## src/hdl/plc_pkg.sv

```systemverilog
// Shared types and constants for the password lock controller.
package plc_pkg;

    // status codes sent to the keypad unit
    localparam logic [2:0] CODE_UNMATCHED = 3'd0;
    localparam logic [2:0] CODE_MATCHED   = 3'd1;
    localparam logic [2:0] CODE_OPENED    = 3'd2;
    localparam logic [2:0] CODE_CLOSING   = 3'd3;
    localparam logic [2:0] CODE_CLOSED    = 3'd4;
    localparam logic [2:0] CODE_RESET     = 3'd5;
    localparam logic [2:0] CODE_DONE      = 3'd6;

    // configuration register indexes
    localparam int unsigned CFG_AW = 2;
    localparam int unsigned CFG_DW = 8;
    localparam logic [CFG_AW-1:0] CFG_OPEN_TIME    = 2'd0;
    localparam logic [CFG_AW-1:0] CFG_HOLD_TIME    = 2'd1;
    localparam logic [CFG_AW-1:0] CFG_ALARM_TIME   = 2'd2;
    localparam logic [CFG_AW-1:0] CFG_MAX_ATTEMPTS = 2'd3;

    localparam logic [7:0] OPEN_TIME_RST    = 8'd15;
    localparam logic [7:0] HOLD_TIME_RST    = 8'd3;
    localparam logic [7:0] ALARM_TIME_RST   = 8'd60;
    localparam logic [2:0] MAX_ATTEMPTS_RST = 3'd3;

    // result queue
    localparam int unsigned RQ_DEPTH = 4;
    localparam int unsigned RQ_AW    = 2;
    localparam int unsigned RQ_CW    = 3;

    typedef struct packed {
        logic [7:0] open_time;
        logic [7:0] hold_time;
        logic [7:0] alarm_time;
        logic [2:0] max_attempts;
    } t_cfg;

    typedef struct packed {
        logic [2:0] code;
        logic       motor_on;
        logic       motor_reverse;
        logic       siren_on;
        logic       last;
    } t_res;

    // results caused by one input beat: cnt is 0, 1 or 2
    typedef struct packed {
        logic [1:0] cnt;
        t_res       r0;
        t_res       r1;
    } t_emit;

endpackage

```

## src/hdl/password_lock_controller_unit.sv

```systemverilog
// Password lock controller top level: input register, config registers, core, result queue.
// Each input beat (a keypad byte or a one-second tick) is captured in an input register and
// applied to the lock state once the result queue has room for two results; the one or two
// status beats it causes go into that four-entry queue. A beat is taken every cycle as long as
// the queue has room for two results; when every beat causes two results, the rate is set by
// the single output port of the queue. A result passes through the input register and the
// result queue before it is presented on the master side. After reset the block first
// expects two matching password entries of PASSWORD_LEN bytes.
module password_lock_controller_unit #(
    parameter int unsigned PASSWORD_LEN = 6
) (
    input  logic                         i_clk,
    input  logic                         i_rst_n,
    input  logic                         s_axis_tvalid,
    output logic                         s_axis_tready,
    input  logic [7:0]                   s_axis_tdata,   // [7:0] rx_byte
    input  logic                         s_axis_tuser,   // [0] req_type
    output logic                         m_axis_tvalid,
    input  logic                         m_axis_tready,
    // [0] tx_valid, [3:1] tx_code, [4] motor_on, [5] motor_reverse, [6] siren_on, [7] zero
    output logic [7:0]                   m_axis_tdata,
    output logic                         m_axis_tlast,   // last_result
    input  logic                         i_cfg_we,
    input  logic [plc_pkg::CFG_AW-1:0]   i_cfg_addr,
    input  logic [plc_pkg::CFG_DW-1:0]   i_cfg_wdata
);
    import plc_pkg::*;

    logic       r_in_valid;
    logic       r_in_type;
    logic [7:0] r_in_byte;
    t_cfg       r_cfg;
    logic       space2;
    logic       proc_fire;
    t_emit      emit;
    t_res       out_res;

    assign proc_fire     = r_in_valid && space2;
    assign s_axis_tready = !r_in_valid || space2;

    always_ff @(posedge i_clk) begin
        if (!i_rst_n) begin
            r_in_valid <= 1'b0;
        end else if (s_axis_tready) begin
            r_in_valid <= s_axis_tvalid;
        end
    end

    always_ff @(posedge i_clk) begin
        if (s_axis_tvalid && s_axis_tready) begin
            r_in_type <= s_axis_tuser;
            r_in_byte <= s_axis_tdata;
        end
    end

    always_ff @(posedge i_clk) begin
        if (!i_rst_n) begin
            r_cfg.open_time    <= OPEN_TIME_RST;
            r_cfg.hold_time    <= HOLD_TIME_RST;
            r_cfg.alarm_time   <= ALARM_TIME_RST;
            r_cfg.max_attempts <= MAX_ATTEMPTS_RST;
        end else if (i_cfg_we) begin
            case (i_cfg_addr)
                CFG_OPEN_TIME:    r_cfg.open_time    <= i_cfg_wdata;
                CFG_HOLD_TIME:    r_cfg.hold_time    <= i_cfg_wdata;
                CFG_ALARM_TIME:   r_cfg.alarm_time   <= i_cfg_wdata;
                CFG_MAX_ATTEMPTS: r_cfg.max_attempts <= i_cfg_wdata[2:0];
                default: ;
            endcase
        end
    end

    plc_core #(
        .PASSWORD_LEN (PASSWORD_LEN)
    ) u_core (
        .i_clk      (i_clk),
        .i_rst_n    (i_rst_n),
        .i_fire     (proc_fire),
        .i_req_type (r_in_type),
        .i_rx_byte  (r_in_byte),
        .i_cfg      (r_cfg),
        .o_emit     (emit)
    );

    plc_res_fifo u_res_fifo (
        .i_clk    (i_clk),
        .i_rst_n  (i_rst_n),
        .i_push   (emit),
        .o_space2 (space2),
        .o_valid  (m_axis_tvalid),
        .i_ready  (m_axis_tready),
        .o_data   (out_res)
    );

    assign m_axis_tdata = {1'b0, out_res.siren_on, out_res.motor_reverse, out_res.motor_on,
                           out_res.code, 1'b1};
    assign m_axis_tlast = out_res.last;

endmodule

```

## src/hdl/plc_core.sv

```systemverilog
// Lock state machine: password stores, entry check, attempt counter and timed phases.
module plc_core #(
    parameter int unsigned PASSWORD_LEN = 6
) (
    input  logic            i_clk,
    input  logic            i_rst_n,
    input  logic            i_fire,
    input  logic            i_req_type,
    input  logic [7:0]      i_rx_byte,
    input  plc_pkg::t_cfg   i_cfg,
    output plc_pkg::t_emit  o_emit
);
    import plc_pkg::*;

    localparam int unsigned IDX_W = (PASSWORD_LEN > 1) ? $clog2(PASSWORD_LEN) : 1;
    localparam logic [IDX_W-1:0] IDX_LAST = IDX_W'(PASSWORD_LEN - 1);

    localparam logic [3:0] PH_ENROLL1    = 4'd0;
    localparam logic [3:0] PH_ENROLL2    = 4'd1;
    localparam logic [3:0] PH_IDLE       = 4'd2;
    localparam logic [3:0] PH_CHK_OPEN   = 4'd3;
    localparam logic [3:0] PH_CHK_CHANGE = 4'd4;
    localparam logic [3:0] PH_OPENING    = 4'd5;
    localparam logic [3:0] PH_HOLDING    = 4'd6;
    localparam logic [3:0] PH_CLOSING    = 4'd7;
    localparam logic [3:0] PH_ALARM      = 4'd8;

    localparam logic [7:0] CMD_OPEN   = 8'd0;
    localparam logic [7:0] CMD_CHANGE = 8'd1;

    logic [3:0]       r_phase, n_phase;
    logic [IDX_W-1:0] r_idx, n_idx;
    logic             r_mis, n_mis;
    logic [2:0]       r_fails, n_fails;
    logic [7:0]       r_secs, n_secs;
    logic             r_from_chg, n_from_chg;

    logic [7:0] r_stored [PASSWORD_LEN];
    logic [7:0] r_first  [PASSWORD_LEN];

    logic       first_we;
    logic       copy_en;
    logic [7:0] secs_inc;
    logic [7:0] limit;
    logic       tick_done;
    logic       miss;
    logic       mis_acc;
    logic [2:0] fails_inc;

    // drive levels follow the phase at the moment a code is sent
    function automatic t_res res_at(input logic [2:0] code, input logic [3:0] ph);
        t_res r;
        r.code          = code;
        r.motor_on      = (ph == PH_OPENING) || (ph == PH_CLOSING);
        r.motor_reverse = (ph == PH_CLOSING);
        r.siren_on      = (ph == PH_ALARM);
        r.last          = 1'b0;
        return r;
    endfunction

    always_comb begin
        secs_inc = (r_secs != 8'hFF) ? r_secs + 8'd1 : r_secs;
        case (r_phase)
            PH_HOLDING: limit = i_cfg.hold_time;
            PH_ALARM:   limit = i_cfg.alarm_time;
            default:    limit = i_cfg.open_time;
        endcase
        tick_done = (secs_inc >= limit);
        if (r_phase == PH_ENROLL2) begin
            miss = (r_first[r_idx] != i_rx_byte);
        end else begin
            miss = (r_stored[r_idx] != i_rx_byte);
        end
        mis_acc   = r_mis | (miss && (r_phase != PH_ENROLL1));
        fails_inc = r_fails + 3'd1;
    end

    always_comb begin
        t_emit e;
        e          = '0;
        n_phase    = r_phase;
        n_idx      = r_idx;
        n_mis      = r_mis;
        n_fails    = r_fails;
        n_secs     = r_secs;
        n_from_chg = r_from_chg;
        first_we   = 1'b0;
        copy_en    = 1'b0;
        if (i_fire) begin
            if (i_req_type) begin
                case (r_phase)
                    PH_OPENING: begin
                        n_secs = tick_done ? 8'd0 : secs_inc;
                        if (tick_done) begin
                            n_phase = PH_HOLDING;
                            e.cnt   = 2'd1;
                            e.r0    = res_at(CODE_OPENED, PH_HOLDING);
                            if (i_cfg.hold_time == 8'd0) begin
                                e.cnt   = 2'd2;
                                e.r1    = res_at(CODE_CLOSING, PH_HOLDING);
                                n_phase = PH_CLOSING;
                            end
                        end
                    end
                    PH_HOLDING: begin
                        n_secs = tick_done ? 8'd0 : secs_inc;
                        if (tick_done) begin
                            e.cnt   = 2'd1;
                            e.r0    = res_at(CODE_CLOSING, PH_HOLDING);
                            n_phase = PH_CLOSING;
                        end
                    end
                    PH_CLOSING: begin
                        n_secs = tick_done ? 8'd0 : secs_inc;
                        if (tick_done) begin
                            n_phase = PH_IDLE;
                            e.cnt   = 2'd1;
                            e.r0    = res_at(CODE_CLOSED, PH_IDLE);
                        end
                    end
                    PH_ALARM: begin
                        n_secs = tick_done ? 8'd0 : secs_inc;
                        if (tick_done) begin
                            n_phase = PH_IDLE;
                            e.cnt   = 2'd1;
                            e.r0    = res_at(CODE_RESET, PH_IDLE);
                        end
                    end
                    default: ;
                endcase
            end else if (r_phase == PH_IDLE) begin
                if (i_rx_byte == CMD_OPEN) begin
                    n_phase = PH_CHK_OPEN;
                    n_idx   = '0;
                    n_mis   = 1'b0;
                end else if (i_rx_byte == CMD_CHANGE) begin
                    n_phase = PH_CHK_CHANGE;
                    n_idx   = '0;
                    n_mis   = 1'b0;
                end
            end else if (r_phase <= PH_CHK_CHANGE) begin
                first_we = (r_phase == PH_ENROLL1);
                if (r_idx != IDX_LAST) begin
                    n_idx = r_idx + IDX_W'(1);
                    n_mis = mis_acc;
                end else begin
                    n_idx = '0;
                    n_mis = 1'b0;
                    if (r_phase == PH_ENROLL1) begin
                        n_phase = PH_ENROLL2;
                    end else if (r_phase == PH_ENROLL2) begin
                        e.cnt = 2'd1;
                        if (mis_acc) begin
                            e.r0    = res_at(CODE_UNMATCHED, PH_ENROLL2);
                            n_phase = PH_ENROLL1;
                        end else begin
                            e.r0    = res_at(CODE_MATCHED, PH_ENROLL2);
                            copy_en = 1'b1;
                            n_phase = PH_IDLE;
                            if (r_from_chg) begin
                                e.cnt      = 2'd2;
                                e.r1       = res_at(CODE_DONE, PH_IDLE);
                                n_from_chg = 1'b0;
                            end
                        end
                    end else if (mis_acc) begin
                        e.cnt = 2'd1;
                        e.r0  = res_at(CODE_UNMATCHED, r_phase);
                        // lockout once the failure count reaches the limit
                        if (fails_inc >= i_cfg.max_attempts) begin
                            n_fails = 3'd0;
                            n_secs  = 8'd0;
                            n_phase = PH_ALARM;
                        end else begin
                            n_fails = fails_inc;
                        end
                    end else begin
                        e.cnt   = 2'd1;
                        e.r0    = res_at(CODE_MATCHED, r_phase);
                        n_fails = 3'd0;
                        if (r_phase == PH_CHK_OPEN) begin
                            n_secs  = 8'd0;
                            n_phase = PH_OPENING;
                        end else begin
                            n_from_chg = 1'b1;
                            n_phase    = PH_ENROLL1;
                        end
                    end
                end
            end
        end
        e.r0.last = (e.cnt == 2'd1);
        e.r1.last = 1'b1;
        o_emit    = e;
    end

    always_ff @(posedge i_clk) begin
        if (!i_rst_n) begin
            r_phase    <= PH_ENROLL1;
            r_idx      <= '0;
            r_mis      <= 1'b0;
            r_fails    <= 3'd0;
            r_secs     <= 8'd0;
            r_from_chg <= 1'b0;
        end else begin
            r_phase    <= n_phase;
            r_idx      <= n_idx;
            r_mis      <= n_mis;
            r_fails    <= n_fails;
            r_secs     <= n_secs;
            r_from_chg <= n_from_chg;
        end
    end

    always_ff @(posedge i_clk) begin
        if (first_we) begin
            r_first[r_idx] <= i_rx_byte;
        end
        if (copy_en) begin
            r_stored <= r_first;
        end
    end

endmodule

```

## src/hdl/plc_res_fifo.sv

```systemverilog
// Result queue: takes up to two result beats per cycle, sends one per cycle while the receiver is ready.
module plc_res_fifo (
    input  logic            i_clk,
    input  logic            i_rst_n,
    input  plc_pkg::t_emit  i_push,
    output logic            o_space2,
    output logic            o_valid,
    input  logic            i_ready,
    output plc_pkg::t_res   o_data
);
    import plc_pkg::*;

    logic [RQ_AW-1:0] r_wptr;
    logic [RQ_AW-1:0] r_rptr;
    logic [RQ_CW-1:0] r_count;
    t_res             r_mem [RQ_DEPTH];
    logic             pop;

    assign o_valid  = (r_count != '0);
    assign o_data   = r_mem[r_rptr];
    assign pop      = o_valid && i_ready;
    assign o_space2 = (r_count <= RQ_CW'(RQ_DEPTH - 2));

    always_ff @(posedge i_clk) begin
        if (!i_rst_n) begin
            r_wptr  <= '0;
            r_rptr  <= '0;
            r_count <= '0;
        end else begin
            r_wptr  <= r_wptr + RQ_AW'(i_push.cnt);
            r_rptr  <= r_rptr + RQ_AW'(pop);
            r_count <= r_count + RQ_CW'(i_push.cnt) - RQ_CW'(pop);
        end
    end

    always_ff @(posedge i_clk) begin
        if (i_push.cnt != 2'd0) begin
            r_mem[r_wptr] <= i_push.r0;
        end
        if (i_push.cnt == 2'd2) begin
            r_mem[r_wptr + RQ_AW'(1)] <= i_push.r1;
        end
    end

endmodule
```

## config.mk

```make
export PLATFORM = sky130hd
export DESIGN_NAME = password_lock_controller_unit
export DESIGN_NICKNAME = d
export VERILOG_FILES = /design/src/hdl/plc_pkg.sv /design/src/hdl/password_lock_controller_unit.sv /design/src/hdl/plc_core.sv /design/src/hdl/plc_res_fifo.sv
export SDC_FILE = /design/constraint.sdc
export NUM_CORES = 1
export LEC_CHECK = 0
export ABC_AREA = 1
export BUFFER_PORTS_ARGS = -buffer_cell sky130_fd_sc_hd__clkbuf_2
export CAP_MARGIN = 20
export CELL_PAD_IN_SITES_DETAIL_PLACEMENT = 1
export CELL_PAD_IN_SITES_GLOBAL_PLACEMENT = 2
export CORE_UTILIZATION = 41
export CTS_CLUSTER_SIZE = 10
export DETAILED_ROUTE_END_ITERATION = 10
export PLACE_DENSITY_LB_ADDON = 0.1
export SLEW_MARGIN = 20
export SYNTH_ARGS = -nofsm -noshare
export SYNTH_HDL_FRONTEND = slang
export SYNTH_SLANG_ARGS = --single-unit
```

## constraint.sdc

```tcl
create_clock -name i_clk -period 11.5 [get_ports i_clk]
set_input_delay 0.575 -clock i_clk [delete_from_list [all_inputs] [get_ports i_clk]]
set_output_delay 0.575 -clock i_clk [all_outputs]
set_load 0.005 [all_outputs]
```

==> out/results.tsv <==
metric	value	unit
Worst path max stage delay	0.56	ns
Max Cap Viol	0	
routed vias/inst	5.10	
DP Cell Count	1358	
Site Rows	54	
post-synth cell types	48	
CP delay by family, top	simple AND/OR/NAND/NOR gates	
final net count	1140	
DR vias	7083	
total power	1660	uW
initial DRC count	333	
fmax	229	MHz
Leak	0.00449	uW
largest area contributor in the netlist	edfxtp_1	
top cells by area, synth	edfxtp_1, dfxtp_1, nand2_1	
Die X	151	um
Synth Cell Area	0.00911	mm2
Reg area	0.00494	mm2
status	complete, no violations	
Slowest cell on crit path	nor2_1	
ant diodes	0	
Antenna Nets Post-Route	0	
RR Startpoint	u_core.r_phase[1]	
CTS buffer count	17	
Reg2Reg Depth	18	
final WL	23700	um
cells along the critical path	inv_2 -> nor2_1 -> nand2_1 -> inv_1 -> nor2_1 -> a221oi_1 -> ha_1 -> nand2_1 -> o41ai_2 -> buf_4 -> nand2_1 -> nand2_4 -> inv_1 -> ha_1 -> inv_1 -> fa_1 -> o21ai_0 -> a21oi_1	
CP arrival	4.69	ns
vias in the first global route	7424	
WS Path Type	flip-flop to flip-flop	
crit end category	flip-flop	
Clock transition at path regs	0.07	ns
crit start category	flip-flop	
M1 WL	10900	um
Post-synth EDFFs	117	
ys flop type	edfxtp_1	
Setup Skew	0.0114	ns
filler instances	2680	
Max IR drop VDD	0.0995	mV
#FFs+latches synth	188	
power per cell area	164	mW/mm2
first-pass iteration count of the detailed router	4	
post-synthesis compound-gate area fraction	8.43	%
initial antenna violation count	0	
All-Layer GR Usage	22.4	%
Final Cell Area	0.0101	mm2
Synth Area per Inst	8.51	um2
R2R Setup Slk	7.13	ns
Reg2Reg Capture Point	u_res_fifo.r_count[2]	
Worst path depth	18	
min Tclk post-route	4.37	ns
Post-Synth Simple-Gate Area	27.0	%
Worst slew margin	25.3	%
CP Max Fanout	11	
largest net degree at the start of global routing	49	
area taken by multi-input logic gates	0.00356	mm2
Initial Util	41.8	%
setup TNS	0	ns
Max Buffers Root-to-Sink	2	
CTS tree	built	
syn_nets	1114	
CTS root buf	clkbuf_16	
core area	0.0218	mm2
top-area cell type share of the netlist area	38.6	%
Die Area	0.0228	mm2
Cell Area, Placed	0.00950	mm2
Top Metal Used	met4	
pins over their slew limit	0	
Routability Congestion	0.803	
met2 WL	11800	um
Ys Warns	0	
Post-Synth XOR/XNOR Area	0.577	%
CTS resizes	0	
Hold Vio Cnt, Final	0	
Critical Path Start	u_core.r_phase[1]	
Async SR Flop Fraction	0	%
CTS sink cnt	188	
Worst Path Required	11.82	ns
die height	151	um
Hold WC Path Type	input pin to flip-flop	
layout cell share with drive strength beyond 1	11.4	%
Adder-Cell Fraction of Synth Area	2.69	%
CP bufs+invs	5	
Port Buffers	32	
sequential fraction of the synthesis area	54.1	%
routed wl met3	473	um
# IOs	35	
# setup viols final	0	
# H-tree levels	4	
DRC viols	0	
CTS Hold Bufs	0	
largest family of logic cells by synthesized area	simple AND/OR/NAND/NOR gates	
Post-CTS Setup Repair Bufs	0	
fin util	46.4	%
fin crit share	38.0	%
CP endpoint	u_res_fifo.r_count[2]	
mux cell area share after synthesis	0	%
RSZ-0062 raised after global routing	false	
Non-Filler Instances	1390	
Layout area overhead	11.2	%
Mapped Cells	1071	
dpl hpwl	16500	um
WL per Instance	17.0	um
Remaining Overflow, GRT	0	
worst-margin pin slew	1.12	ns
first-pass GRT wire length	38700	um
Skew-Pair Late Insertion Delay	0.43	ns
==> cells by family after synthesis <==
logic type | after synthesis
and+or+nand+nor | 570
other | 2
DFF | 188
AOI/OAI and AO/OA | 135
buffers and inverters | 151
adders and majority gates | 19
xor gates and xnor gates | 6
==> metrics by stage <==
step	setup WS [ns]	hold slack, ns
finish	7.13	0.320
global route	6.69	0.307
CTS	7.09	0.306
detailed placement	7.12	0.421
global placement	7.13	0.417
floorplan	7.33	0.408
==> worst register-to-register path, delay by kind of cell, from the launching register on <==
kind            cells  cell delay, ns
compound gates      4            0.80
fa+ha+maj           3            1.06
buf+inv             5            0.67
flops               1            0.37
simple gates        6            1.38
==> power breakdown <==
part	internal (uW)	leakage, uW	switching [uW]
Sequential	737	0.00165	28.6
Clock	352	0.000310	278
Combinational	87.1	0.00253	174
Total	1180	0.00449	481
==> registers in the layout (all words and copies together), names as in the netlist <==
signal,cells
u_core.r_first,48
u_core.r_stored,48
u_res_fifo.r_mem,28
r_cfg,27
r_in_byte,8
u_core.r_secs,8
u_core.r_phase,4
u_core.r_fails,3
u_core.r_idx,3
u_res_fifo.r_count,3
u_res_fifo.r_rptr,2
u_res_fifo.r_wptr,2
r_in_type,1
r_in_valid,1
u_core.r_from_chg,1
u_core.r_mis,1
==> layer usage <==
metal | global-route usage (%) | up-vias
met4 | 7.25 | 0
li1 | - | 3566
met2 | 39.7 | 82
met1 | 28.3 | 3407
met3 | 2.68 | 28
met5 | 0 | -
==> area by class of cell <==
| class | instances | share of cell area (%) |
|---|---|---|
| Clock buffer | 17 | 4.20 |
| Timing Repair Buffer | 38 | 2.03 |
| Inverter | 120 | 4.47 |
| Multi-Input combinational cell | 732 | 35.1 |
| Sequential cell | 188 | 48.7 |
| Tap cell | 280 | 3.46 |
| Clock inverter | 15 | 2.01 |
==> cell usage in the layout, fill, tap and decap left out, drive strengths merged, types with 2 or more instances in the layout <==
| cell | instances |
|---|---|
| a22o | 3 |
| a211oi | 3 |
| a21oi | 53 |
| bufinv | 3 |
| o22ai | 9 |
| nand3 | 63 |
| nand4 | 12 |
| nand2 | 341 |
| nor2 | 132 |
| o21ai | 55 |
| buf | 6 |
| edfxtp | 117 |
| nor3 | 13 |
| a21boi | 2 |
| clkinv | 5 |
| clkbuf | 49 |
| ha | 18 |
| a31oi | 2 |
| o211ai | 2 |
| inv | 127 |
| and3 | 2 |
| conb | 2 |
| xor2 | 4 |
| xnor2 | 2 |
| nor4 | 6 |
| dfxtp | 71 |
==> worst min-delay path by stage <==
stage	from	end	slack (ns)	cells after the start
3_5_place_dp	u_res_fifo.r_mem[3][1]	u_res_fifo.r_mem[3][1]	0.42	2
5_1_grt	s_axis_tdata[3]	r_in_byte[3]	0.31	1
2_1_floorplan	u_res_fifo.r_mem[2][1]	u_res_fifo.r_mem[2][1]	0.41	2
4_1_cts	s_axis_tdata[2]	r_in_byte[2]	0.31	1
3_3_place_gp	u_res_fifo.r_mem[0][1]	u_res_fifo.r_mem[0][1]	0.42	2
6_report	s_axis_tdata[3]	r_in_byte[3]	0.32	1
==> synthesized netlist by cell type, types with 5 or more instances <==
master	count
buf_4	6
nor3_1	12
nand4_1	11
inv_2	5
dfxtp_1	71
o21ai_0	50
clkbuf_1	9
o22ai_1	9
edfxtp_1	117
nand3_1	58
o21ai_1	5
nand2_2	20
nor4_1	6
a21oi_1	47
buf_6	6
ha_1	18
nand2_4	5
a21oi_2	5
nor2_1	126
inv_1	114
buf_2	8
nand2_1	316
(Power assumes the default switching activity.)
